### config.mk
export PLATFORM = sky130hd
export DESIGN_NAME = first_pattern_match_finder_top
export DESIGN_NICKNAME = d
export VERILOG_FILES = /design/src/sv/pfm_pkg.sv /design/src/sv/pfm_cell.sv /design/src/sv/pfm_chain.sv /design/src/sv/first_pattern_match_finder_top.sv
export SDC_FILE = /design/constraint.sdc
export NUM_CORES = 1
export LEC_CHECK = 0
export BUFFER_PORTS_ARGS = -buffer_cell sky130_fd_sc_hd__buf_2
export CORE_ASPECT_RATIO = 1.5
export CORE_MARGIN = 4
export CORE_UTILIZATION = 35
export CTS_CLUSTER_DIAMETER = 80
export CTS_CLUSTER_SIZE = 16
export DETAILED_ROUTE_END_ITERATION = 10
export PLACE_DENSITY_LB_ADDON = 0.08
export SLEW_MARGIN = 20
export SYNTH_ARGS = -nofsm -noshare
export SYNTH_HDL_FRONTEND = slang
export SYNTH_SLANG_ARGS = --single-unit
### constraint.sdc
create_clock -name clk -period 3.1 [get_ports clk]
set_input_delay 0.155 -clock clk [delete_from_list [all_inputs] [get_ports clk]]
set_output_delay 0.155 -clock clk [all_outputs]
set_load 0.03 [all_outputs]
### src/sv/pfm_pkg.sv
`timescale 1ns / 1ps

package pfm_pkg;

  // default sizes
  localparam int PAT_MAX_DEF  = 32;
  localparam int TEXT_MAX_DEF = 65536;

  // width of the pattern_length register
  localparam int CFG_W = 6;

  // item function codes
  localparam logic FUNC_LOAD = 1'b0;
  localparam logic FUNC_TEXT = 1'b1;

  // one input item
  typedef struct packed {
    logic       func;
    logic [7:0] data_byte;
    logic [4:0] pattern_index;
    logic       last;
  } in_item_t;

  // one result item
  typedef struct packed {
    logic        found;
    logic [15:0] match_offset;
  } out_item_t;

  // control broadcast to every cell of the chain
  typedef struct packed {
    logic       shift;
    logic       clear;
    logic       rotate;
    logic       load;
    logic [7:0] load_byte;
  } cell_ctrl_t;

endpackage

### src/sv/pfm_cell.sv
`timescale 1ns / 1ps

module pfm_cell import pfm_pkg::*; (
  input  logic       clk,
  input  logic       rst_n,
  input  cell_ctrl_t ctrl,
  input  logic       load_sel,
  input  logic [7:0] win_in,
  input  logic [7:0] pat_in,
  output logic [7:0] win_out,
  output logic [7:0] pat_out,
  output logic       hit
);

  logic [7:0] win_r;
  logic [7:0] pat_r;
  logic       hit_r;

  // text window byte, shifted in from the neighbor, cleared after a last byte
  always_ff @(posedge clk) begin
    if (!rst_n) begin
      win_r <= '0;
    end else if (ctrl.shift) begin
      win_r <= ctrl.clear ? 8'h00 : win_in;
    end
  end

  // byte compare against the incoming window byte, captured per text transaction
  always_ff @(posedge clk) begin
    if (ctrl.shift) begin
      hit_r <= (win_in == pat_r);
    end
  end

  // pattern byte: loaded when selected, or passed around the ring on realign
  always_ff @(posedge clk) begin
    if (ctrl.rotate) begin
      pat_r <= pat_in;
    end else if (ctrl.load && load_sel) begin
      pat_r <= ctrl.load_byte;
    end
  end

  assign win_out = win_r;
  assign pat_out = pat_r;
  assign hit     = hit_r;

endmodule

### src/sv/pfm_chain.sv
`timescale 1ns / 1ps

module pfm_chain import pfm_pkg::*; #(
  parameter int PAT_MAX = PAT_MAX_DEF
) (
  input  logic               clk,
  input  logic               rst_n,
  input  cell_ctrl_t         ctrl,
  input  logic [PAT_MAX-1:0] load_sel,
  input  logic [7:0]         text_byte,
  output logic [PAT_MAX-1:0] hits
);

  logic [7:0] win_q [PAT_MAX];
  logic [7:0] pat_q [PAT_MAX];

  // window flows from cell 0 upward, pattern bytes circulate as a ring
  for (genvar j = 0; j < PAT_MAX; j++) begin : g_cell
    logic [7:0] win_src;
    if (j == 0) begin : g_head
      assign win_src = text_byte;
    end else begin : g_body
      assign win_src = win_q[j-1];
    end

    pfm_cell u_cell (
      .clk      (clk),
      .rst_n    (rst_n),
      .ctrl     (ctrl),
      .load_sel (load_sel[j]),
      .win_in   (win_src),
      .pat_in   (pat_q[(j + PAT_MAX - 1) % PAT_MAX]),
      .win_out  (win_q[j]),
      .pat_out  (pat_q[j]),
      .hit      (hits[j])
    );
  end

endmodule

### src/sv/first_pattern_match_finder_top.sv
`timescale 1ns / 1ps

// First-match byte pattern finder.
// Input channel (in_valid/in_stall/in_data): func = load writes data_byte to
// pattern position pattern_index; func = text streams one text byte, and the
// byte with last set closes the text. Only a closing text byte gives a result.
// Result channel (out_valid/out_stall/out_data): found and the start offset of
// the leftmost match (0 when none). Config channel (cfg_valid/cfg_ready/
// cfg_data) writes pattern_length; write it only while the block is idle.
// Throughput: one transaction per cycle while in_stall is low. A result is
// registered after its closing byte is accepted: compare captured in the cells,
// then the result register. After a length write the pattern ring rotates one
// position per cycle until it is aligned to the new length, with in_stall high.
// Reset: window and counters cleared, pattern_length = 1; pattern bytes are
// undefined until loaded. While out_stall holds a result, input keeps flowing
// until a second closing byte reaches the match stage, which then waits and
// raises in_stall.
module first_pattern_match_finder_top import pfm_pkg::*; #(
  parameter int PAT_MAX  = PAT_MAX_DEF,
  parameter int TEXT_MAX = TEXT_MAX_DEF
) (
  input  logic             clk,
  input  logic             rst_n,
  input  logic             in_valid,
  output logic             in_stall,
  input  in_item_t         in_data,
  output logic             out_valid,
  input  logic             out_stall,
  output out_item_t        out_data,
  input  logic             cfg_valid,
  output logic             cfg_ready,
  input  logic [CFG_W-1:0] cfg_data
);

  localparam int IW  = (PAT_MAX > 1) ? $clog2(PAT_MAX) : 1;
  localparam int LW  = $clog2(PAT_MAX + 1);
  localparam int EW  = (LW > CFG_W) ? LW : CFG_W;
  localparam int AW  = LW + 1;
  localparam int CW  = $clog2(TEXT_MAX);
  localparam int OW  = (CW > 16) ? CW : 16;

  // clip a length value to the store depth
  function automatic logic [LW-1:0] clip_len(input logic [CFG_W-1:0] v);
    logic [EW-1:0] ve;
    ve = EW'(v);
    if (ve > EW'(PAT_MAX)) begin
      ve = EW'(PAT_MAX);
    end
    return ve[LW-1:0];
  endfunction

  logic [CFG_W-1:0] pattern_length_r;
  logic [IW-1:0]    align_r, align_nxt;
  logic [IW-1:0]    target_r, target_nxt;
  logic [LW-1:0]    eff_len, cfg_eff, cfg_eff_m1;
  logic             rotating;

  logic [CW-1:0]    bytes_seen_r;
  logic             s1_v_r, s1_last_r;
  logic [CW-1:0]    s1_cnt_r;
  logic             s1_go;
  logic             match_seen_r, match_seen_nxt;
  logic [CW-1:0]    first_offset_r, first_offset_nxt;
  logic             out_valid_r;
  out_item_t        out_data_r, out_data_nxt;

  logic             in_acc, text_acc, load_ok;
  logic [AW-1:0]    idx_e, align_e, tgt_e;
  logic [PAT_MAX-1:0] load_sel, hits, hit_ok;
  cell_ctrl_t       ctrl;

  logic [CW:0]      cnt1, len_c, offs;
  logic             all_hit, new_match;
  logic [OW-1:0]    offs_ext;

  // length register and ring alignment target
  assign cfg_ready  = 1'b1;
  assign eff_len    = clip_len(pattern_length_r);
  assign cfg_eff    = clip_len(cfg_data);
  assign cfg_eff_m1 = cfg_eff - 1'b1;
  assign target_nxt = (cfg_eff == '0) ? '0 : cfg_eff_m1[IW-1:0];
  assign rotating   = (align_r != target_r);
  assign align_nxt  = (align_r == IW'(PAT_MAX - 1)) ? '0 : align_r + 1'b1;

  always_ff @(posedge clk) begin
    if (!rst_n) begin
      pattern_length_r <= CFG_W'(1);
      target_r         <= '0;
      align_r          <= '0;
    end else begin
      if (cfg_valid && cfg_ready) begin
        pattern_length_r <= cfg_data;
        target_r         <= target_nxt;
      end
      if (rotating) begin
        align_r <= align_nxt;
      end
    end
  end

  // input handshake
  assign s1_go    = !(s1_v_r && s1_last_r && out_valid_r && out_stall);
  assign in_stall = rotating || !s1_go;
  assign in_acc   = in_valid && !in_stall;
  assign text_acc = in_acc && (in_data.func == FUNC_TEXT);

  // pattern load: cell holding pattern[idx] is (align - idx) mod PAT_MAX
  assign idx_e   = AW'(in_data.pattern_index);
  assign align_e = AW'(align_r);
  assign load_ok = (idx_e < AW'(PAT_MAX));
  assign tgt_e   = (align_e >= idx_e) ? (align_e - idx_e)
                                      : (align_e + AW'(PAT_MAX) - idx_e);

  always_comb begin
    for (int j = 0; j < PAT_MAX; j++) begin
      load_sel[j] = (tgt_e == AW'(j));
    end
  end

  assign ctrl.shift     = text_acc;
  assign ctrl.clear     = in_data.last;
  assign ctrl.rotate    = rotating;
  assign ctrl.load      = in_acc && (in_data.func == FUNC_LOAD) && load_ok;
  assign ctrl.load_byte = in_data.data_byte;

  pfm_chain #(
    .PAT_MAX (PAT_MAX)
  ) u_chain (
    .clk       (clk),
    .rst_n     (rst_n),
    .ctrl      (ctrl),
    .load_sel  (load_sel),
    .text_byte (in_data.data_byte),
    .hits      (hits)
  );

  // text byte counter, saturating, cleared after the closing byte
  always_ff @(posedge clk) begin
    if (!rst_n) begin
      bytes_seen_r <= '0;
    end else if (text_acc) begin
      if (in_data.last) begin
        bytes_seen_r <= '0;
      end else if (bytes_seen_r < CW'(TEXT_MAX - 1)) begin
        bytes_seen_r <= bytes_seen_r + 1'b1;
      end
    end
  end

  // match stage registers
  always_ff @(posedge clk) begin
    if (!rst_n) begin
      s1_v_r <= 1'b0;
    end else if (s1_go) begin
      s1_v_r <= text_acc;
    end
  end

  always_ff @(posedge clk) begin
    if (s1_go) begin
      s1_last_r <= in_data.last;
      s1_cnt_r  <= bytes_seen_r;
    end
  end

  // cells beyond the pattern length always agree
  always_comb begin
    for (int j = 0; j < PAT_MAX; j++) begin
      hit_ok[j] = hits[j] || (LW'(j) >= eff_len);
    end
  end

  assign all_hit   = &hit_ok;
  assign cnt1      = {1'b0, s1_cnt_r} + 1'b1;
  assign len_c     = (CW + 1)'(eff_len);
  assign offs      = cnt1 - len_c;
  assign new_match = s1_v_r && !match_seen_r && (eff_len != '0) && (cnt1 >= len_c)
                     && all_hit;

  assign match_seen_nxt   = match_seen_r || new_match;
  assign first_offset_nxt = new_match ? offs[CW-1:0] : first_offset_r;
  assign offs_ext         = OW'(first_offset_nxt);

  // first match record, cleared once the closing byte has been reported
  always_ff @(posedge clk) begin
    if (!rst_n) begin
      match_seen_r   <= 1'b0;
      first_offset_r <= '0;
    end else if (s1_go && s1_v_r) begin
      if (s1_last_r) begin
        match_seen_r   <= 1'b0;
        first_offset_r <= '0;
      end else begin
        match_seen_r   <= match_seen_nxt;
        first_offset_r <= first_offset_nxt;
      end
    end
  end

  // result register
  assign out_data_nxt.found        = match_seen_nxt;
  assign out_data_nxt.match_offset = match_seen_nxt ? offs_ext[15:0] : 16'h0000;

  always_ff @(posedge clk) begin
    if (!rst_n) begin
      out_valid_r <= 1'b0;
    end else if (s1_go && s1_v_r && s1_last_r) begin
      out_valid_r <= 1'b1;
    end else if (!out_stall) begin
      out_valid_r <= 1'b0;
    end
  end

  always_ff @(posedge clk) begin
    if (s1_go && s1_v_r && s1_last_r) begin
      out_data_r <= out_data_nxt;
    end
  end

  assign out_valid = out_valid_r;
  assign out_data  = out_data_r;

  // checks
  a_rotate_blocks: assert property (@(posedge clk) disable iff (!rst_n)
    rotating |-> in_stall)
    else $error("input accepted while pattern ring is realigning");

  a_last_reaches_stage: assert property (@(posedge clk) disable iff (!rst_n)
    (text_acc && in_data.last) |=> (s1_v_r && s1_last_r))
    else $error("closing text byte did not reach match stage");

  a_notfound_zero: assert property (@(posedge clk) disable iff (!rst_n)
    (out_valid && !out_data.found) |-> (out_data.match_offset == 16'h0000))
    else $error("nonzero offset on a result without a match");

  a_hold_stalls: assert property (@(posedge clk) disable iff (!rst_n)
    (s1_v_r && !s1_go) |-> in_stall)
    else $error("input accepted while match stage is held");

endmodule
# Word level (Yosys, flattened, before mapping)
# Cells that the tools add are included.
# totals
register_bits,621
word_cells,447
# op_classes
n_addsub,8
order_cmp,38
n_eq_ne,66
mux,107
n_bitwise,1
n_reduce_logical,120
# op_table
cell,n
8-bit 2-to-1 mux,95
8-bit == test,32
7-bit by 5-bit == test with 1-bit output (second input constant),16
5-bit by 6-bit greater-or-equal comparator with 1-bit output (first input constant),16
2-bit nonzero test,33
16-bit 2-to-1 mux,4
7-bit by 4-bit == test with 1-bit output (second input constant),8
4-bit by 6-bit greater-or-equal comparator with 1-bit output (first input constant),8
1-bit logical AND,45
1-bit logical OR,34
32-bit AND reduction,1
7-bit by 3-bit == test with 1-bit output (second input constant),4
3-bit by 6-bit greater-or-equal comparator with 1-bit output (first input constant),4
16-bit by 1-bit adder with 17-bit output (second input constant),1
17-bit by 6-bit greater-or-equal comparator with 1-bit output,1
16-bit by 1-bit adder with 16-bit output (second input constant),1
16-bit < comparator (second input constant),1
16-bit by 6-bit subtractor with 16-bit output,1
7-bit by 2-bit == test with 1-bit output (second input constant),2
1-bit by 6-bit greater-or-equal comparator with 1-bit output (first input constant),2
2-bit by 6-bit greater-or-equal comparator with 1-bit output (first input constant),2
6-bit > comparator (second input constant),2
6-bit 2-to-1 mux,2
5-bit 2-to-1 mux,2
19 further kinds,23

# Depth between registers and ports, before layout
# depth
depth_word,11
depth_mapped,14

# By module
# Synthesis repeated with hierarchy kept, for this count alone.
# unflattened
hier_cells,2695
area_unflattened_um2,32611.3
# by_module_without_submodules
module,n_inst,cells_each,area_per_inst_um2,seq_area_each_um2
pfm_cell,32,65,853.3,430.4
first_pattern_match_finder_top,1,615,5305.1,2042.0

# Worst setup path after synthesis
# Ideal clock, no wire load.
# synth_timing
path_kind,register -> register
start,"register out_valid_r, in the netlist out_valid"
end,register u_chain.g_cell[12].u_cell.win_r[2]
setup_time_ps,65
arrival_time_ps,3178
required_time_ps,3035
slack_ps,-143
path_stages_with_launch,9
n_path_buf,2
synth_period_minus_slack_ps,3243
cell_sequence,dfxtp_1 nand4_1 or4b_1 clkbuf_1 inv_2 clkbuf_1 and3_1 a21oi_1 nor2b_1
# synth_via
elab_chain_len,6
# synth_rtl
item,line_no,rtl
from (decl),first_pattern_match_finder_top.sv:64,logic out_valid_r;
from (signal assigned),first_pattern_match_finder_top.sv:206,out_valid_r <= 1'b0;
from (signal assigned),first_pattern_match_finder_top.sv:208,out_valid_r <= 1'b1;
from (signal assigned),first_pattern_match_finder_top.sv:210,out_valid_r <= 1'b0;
1-bit logical AND (2 in a row),first_pattern_match_finder_top.sv:102,assign s1_go = !(s1_v_r && s1_last_r && out_valid_r && out_stall);
1-bit logical OR,first_pattern_match_finder_top.sv:103,assign in_stall = rotating || !s1_go;
1-bit logical NOT,first_pattern_match_finder_top.sv:104,assign in_acc = in_valid && !in_stall;
1-bit logical AND,first_pattern_match_finder_top.sv:104,
1-bit logical AND,first_pattern_match_finder_top.sv:105,assign text_acc = in_acc && (in_data.func == FUNC_TEXT);
via text_acc,first_pattern_match_finder_top.sv:67,"logic in_acc, text_acc, load_ok;"
to (signal assigned),pfm_cell.sv:24,win_r <= ctrl.clear ? 8'h00 : win_in;
to (decl),pfm_cell.sv:15,logic [7:0] win_r;
# The timed path passes the listed nets, and every way through them passes these cells.
# A chain may end at the register's enable or synchronous reset.

# Worst setup path in the final report
# layout_timing
start,register s1_cnt_r[0]
end,"register out_data_r, in the netlist out_data[9] (data pin)"
# layout_via
elab_chain_len,5
elab_cells_between_ends,7
cone_classes,add/sub: 2; order compare: 1; mux: 1; reduce/logical: 3
# layout_rtl
item,line_no,rtl
from (decl),first_pattern_match_finder_top.sv:60,logic [CW-1:0] s1_cnt_r;
from (signal assigned),first_pattern_match_finder_top.sv:162,s1_cnt_r <= bytes_seen_r;
16-bit by 1-bit adder with 17-bit output *,first_pattern_match_finder_top.sv:174,"assign cnt1 = {1'b0, s1_cnt_r} + 1'b1;"
17-bit by 6-bit greater-or-equal comparator with 1-bit output,first_pattern_match_finder_top.sv:177,assign new_match = s1_v_r && !match_seen_r && (eff_len != '0) && (cnt1 >= len_c)
1-bit logical AND,first_pattern_match_finder_top.sv:177,
1-bit logical AND,first_pattern_match_finder_top.sv:178,&& all_hit;
16-bit 2-to-1 mux / 1-bit logical OR (equally long branches),"first_pattern_match_finder_top.sv:181, first_pattern_match_finder_top.sv:180",
to (signal assigned),first_pattern_match_finder_top.sv:216,out_data_r <= out_data_nxt;
to (decl),first_pattern_match_finder_top.sv:65,"out_item_t out_data_r, out_data_nxt;"
# Every way passes the cells marked *; elsewhere a longest branch is shown, timed or not.

==> metrics.md <==
| Metric | Value |
|---|---|
| Status | `finished, final reports clean` |
| R2r setup slk | `0.08 ns` |
| Worst Path Class, Setup | `reg -> reg` |
| Worst r2r dst | `out_data[9]` |
| WL met1 | `36.0 mm` |
| Post-Layout Cell Count | `3754` |
| Metal2 WL | `42.7 mm` |
| Post-detailed-routing wire length | `84.6 mm` |
| Worst Path Max Fanout | `5` |
| Initial detailed-routing violation count | `1087` |
| GPL Wtd Cong | `0.855` |
| Max-slew headroom | `26.0%` |
| Placed cell areas | `30400 µm²` |
| Layout cell share with drive strength beyond 1 | `9.21%` |
| CP max stage delay | `0.44 ns` |
| Initial core utilization | `35.2%` |
| Clock tree sinks | `621` |
| Mapped Cells | `2654` |
| Setup-failing EPs final | `0` |
| Die height | `358 µm` |
| CTS tree | `built` |
| RSZ-0062 raised after global routing | `yes` |
| H-tree levels | `2` |
| Clock Skew | `0.0197 ns` |
| Sw power | `7.73 mW` |
| Inst Count DP | `3644` |
| Arr. time, crit path | `3.38 ns` |
| Final nets | `2721` |
| Worst R2R Path Depth | `12` |
| Switching share of power | `30.7%` |
| Final core occ | `39.5%` |
| Max Slew Vio Count | `0` |
| Vias/cell | `5.35` |
| Fin area | `32100 µm²` |
| Synthesized flop and latch total | `621` |
| Register share of total power | `51.4%` |
| Crit path cell chain | `ha_2 -> xor2_1 -> ha_1 -> o21a_1 -> o31a_1 -> o31a_1 -> or2_4 -> buf_6 -> nor2_4 -> o22ai_2 -> xor2_2 -> a22o_1` |
| CP Data Required Time | `3.47 ns` |
| Hpwl dp | `55.5 mm` |
| Total gr overflow | `0` |
| Maxcap violations | `0` |
| DRC viols | `0` |
| Post-route ant nets | `0` |
| Peak VDD IR | `0.000412 V` |
| Syn nets | `2698` |
| Initial antenna violation count | `2` |
| Ys flop type | `edfxtp_1` |
| Crit path time final | `3.02 ns` |
| Syn. warnings | `0` |
| Mapped Area | `28600 µm²` |
| Synthesized area per cell | `10.8 µm²` |
| CP Capture Point | `out_data[9]` |
| R2r startpoint | `s1_cnt_r[0]` |
| Crit path from | `s1_cnt_r[0]` |
| Die area | `86400 µm²` |
| Multi-input logic area | `12200 µm²` |
| Leakage power | `13.0 nW` |
| Clk pwr share | `23.5%` |
| Port bufs | `44` |
| Asr flop ratio synth | `0%` |
| Root buffer selected by CTS | `clkbuf_16` |
| Peak Freq | `0.332 GHz` |
| Worst-path clk slew | `0.08 ns` |
| TritonRoute pass-1 iters | `5` |
| Width of the die | `241 µm` |
| Logic gate share of total power | `25.1%` |
| Largest net degree at the start of global routing | `131` |
| Setup crit end kind | `flop` |
| CP Depth | `12` |
| Slowest cell on the critical path | `edfxtp_1` |
| Via Count | `20100` |
| Register area share after synthesis | `54.7%` |
| P per Cell Area | `784 nW/µm²` |
| Core area | `81200 µm²` |
| Worst min path class | `in -> reg` |
| Top delay family on crit path | `compound AO/OA/AOI/OAI gates` |
| Min-delay src | `cfg_data[0]` |
| Buf+Inv Stages, Crit Path | `1` |
| Post-synth EDFFs | `322` |
| Total GRT Usage | `19.3%` |
| Fill cell count | `7942` |
| Final TNS setup | `0 ns` |
| CTS Buf Count | `45` |
| IO Pins | `46` |
| Longest Clk Path Bufs | `3` |
| Reg area | `15700 µm²` |
| Final hold violations | `0` |
| Worst skew pair latency | `0.61 ns` |
| First-pass GRT wire length | `129 mm` |
| Startpoint types | `flop` |
| Avg WL per Cell | `22.5 µm` |
| Overall Power | `25.2 mW` |
| Most common cell on crit path | `o31a_1` |
| Int Power | `17.4 mW` |
| Met3 Wirelength | `2.66 mm` |
| Row count | `128` |
| Top routing layer in use | `met5` |
| Worst-Margin Slew | `1.11 ns` |
| Synth-to-Final Area Change | `12.3%` |
| Final period utilization | `97.3%` |
| Vias in the first global route | `20500` |
| Synth cell types | `73` |
## cell families (layout without fill, tap and decap cells)
group / count (synthesis) / after routing / synth area share [%]
other: 1 / 2 / 0.0131
AND/OR/NAND/NOR: 819 / 819 / 17.0
XOR/XNOR: 297 / 297 / 9.10
buffers and inverters: 221 / 280 / 3.02
adder cells (fa/ha/maj): 18 / 18 / 0.840
AO/OA/AOI/OAI: 667 / 667 / 14.9
flip-flops: 621 / 621 / 54.7
multiplexers: 10 / 10 / 0.354
## repair_timing
| item | 4_1_cts | 5_1_grt |
|---|---|---|
| endpoints found under the setup margin | 35 | 87 |
| hold buffers | 19 | 0 |
| resized for setup | 5 | 22 |
| cloned | 0 | 1 |
| pin swaps | 2 | 11 |
| endpoints found under the hold margin | 29 | 0 |
| buffers inserted | 0 | 6 |
## worst reg2reg max path: cells and delay by family (launching register included)
kind	cells	cell delay, ns
compound gates	5	0.95
fa+ha+maj	2	0.60
flops	1	0.44
xor+xnor	2	0.36
simple gates	2	0.32
buf+inv	1	0.13
## cell usage in the layout (no fill, tap or decap), types with 18 or more instances in the layout
cell type,count
clkbuf_1,32
buf_2,44
dlygate4sd3_1,19
a21oi_1,272
nand4_1,78
clkbuf_16,47
and3_1,256
buf_12,19
dfxtp_1,299
a21o_1,257
nor2b_1,268
buf_4,91
nand2_1,47
a22o_1,26
inv_1,18
nor2_1,67
edfxtp_1,322
xnor2_1,279
o21ai_0,50
## power groups by stage
| stage | sequential [mW] | clock [mW] | combinational [mW] |
|---|---|---|---|
| detailed placement | 13.1 | 0 | 6.30 |
| global route | 13.1 | 6.45 | 6.94 |
| CTS | 12.9 | 6.17 | 6.41 |
| finish | 12.9 | 5.92 | 6.32 |
| floorplan | 12.5 | 0 | 4.45 |
| global placement | 13.1 | 0 | 6.29 |
## synth_stat cells (3+ instances only)
cell	n	area (µm²)
xor2_1	17	149
mux2i_1	9	90.1
or3_1	10	62.6
nor2_1	72	270
o21ai_0	53	265
or2_2	4	25.0
a21o_1	257	1930
a31oi_1	3	18.8
a2111oi_0	3	26.3
nand2b_1	8	50.1
nand4_1	78	488
nand3_1	19	95.1
and3_1	257	1610
o31a_1	3	26.3
nor3_1	10	50.1
dfxtp_1	299	5990
nor4_1	5	31.3
nor2b_1	268	1680
o21ai_1	4	20.0
a21boi_0	5	37.5
xnor2_1	280	2450
nor3b_1	3	22.5
nand2_1	47	176
o22ai_1	3	18.8
o211ai_1	5	37.5
o21a_1	4	30.0
ha_1	16	200
a21oi_1	273	1370
clkbuf_1	171	642
a22o_1	26	228
o2bb2ai_1	3	26.3
buf_1	15	56.3
inv_1	18	67.6
edfxtp_1	322	9670
nand3b_1	4	30.0
and2_1	16	100
buf_2	8	40.0
and4_1	7	61.3
## per-stage QoR
step / hold WS, ns / worst slack (ns)
after floorplan: 0.254 / 0.0258
after global placement: 0.424 / -0.0987
after detailed placement: 0.414 / -0.246
after CTS: 0.0601 / -0.0177
after global routing: 0.0992 / -0.0574
final: 0.0828 / 0.0839
## state kept, by name, indices dropped and copies added (netlist names), 5 cells and up
name                           flops
u_chain.g_cell.u_cell.pat_out    256
s1_cnt_r                          16
out_data                          17
first_offset_r                    16
u_chain.g_cell.u_cell.hit         32
target_r                           5
align_r                            5
pattern_length_r                   6
bytes_seen_r                      16
u_chain.g_cell.u_cell.win_out    248
## worst min-delay path by stage
| stage | end | slack [ns] | cells after the start |
|---|---|---|---|
| final | target_r[0] | 0.08 | 4 |
| after global routing | target_r[0] | 0.1 | 4 |
| after CTS | target_r[0] | 0.06 | 4 |
| after detailed placement | s1_last_r | 0.41 | 1 |
| after global placement | s1_last_r | 0.42 | 1 |
| after floorplan | s1_last_r | 0.25 | 0 |
## layout make-up
cell class,instances,area share [%]
diodes,1,0.00780
clock buffers,79,4.04
clock inverters,4,0.175
inverters,21,0.277
multi-input cells,1812,38.0
flip-flops and latches,621,48.8
well taps,1040,4.05
repair buffers,176,4.70
## routing by layer
metal | global-route usage [%] | up-vias
met4 | 6.99 | 2
met1 | 24.3 | 10100
met2 | 33.9 | 397
met5 | 0 | -
li1 | - | 9492
met3 | 2.24 | 129
Note: power is estimated with default switching activity, not from simulation.
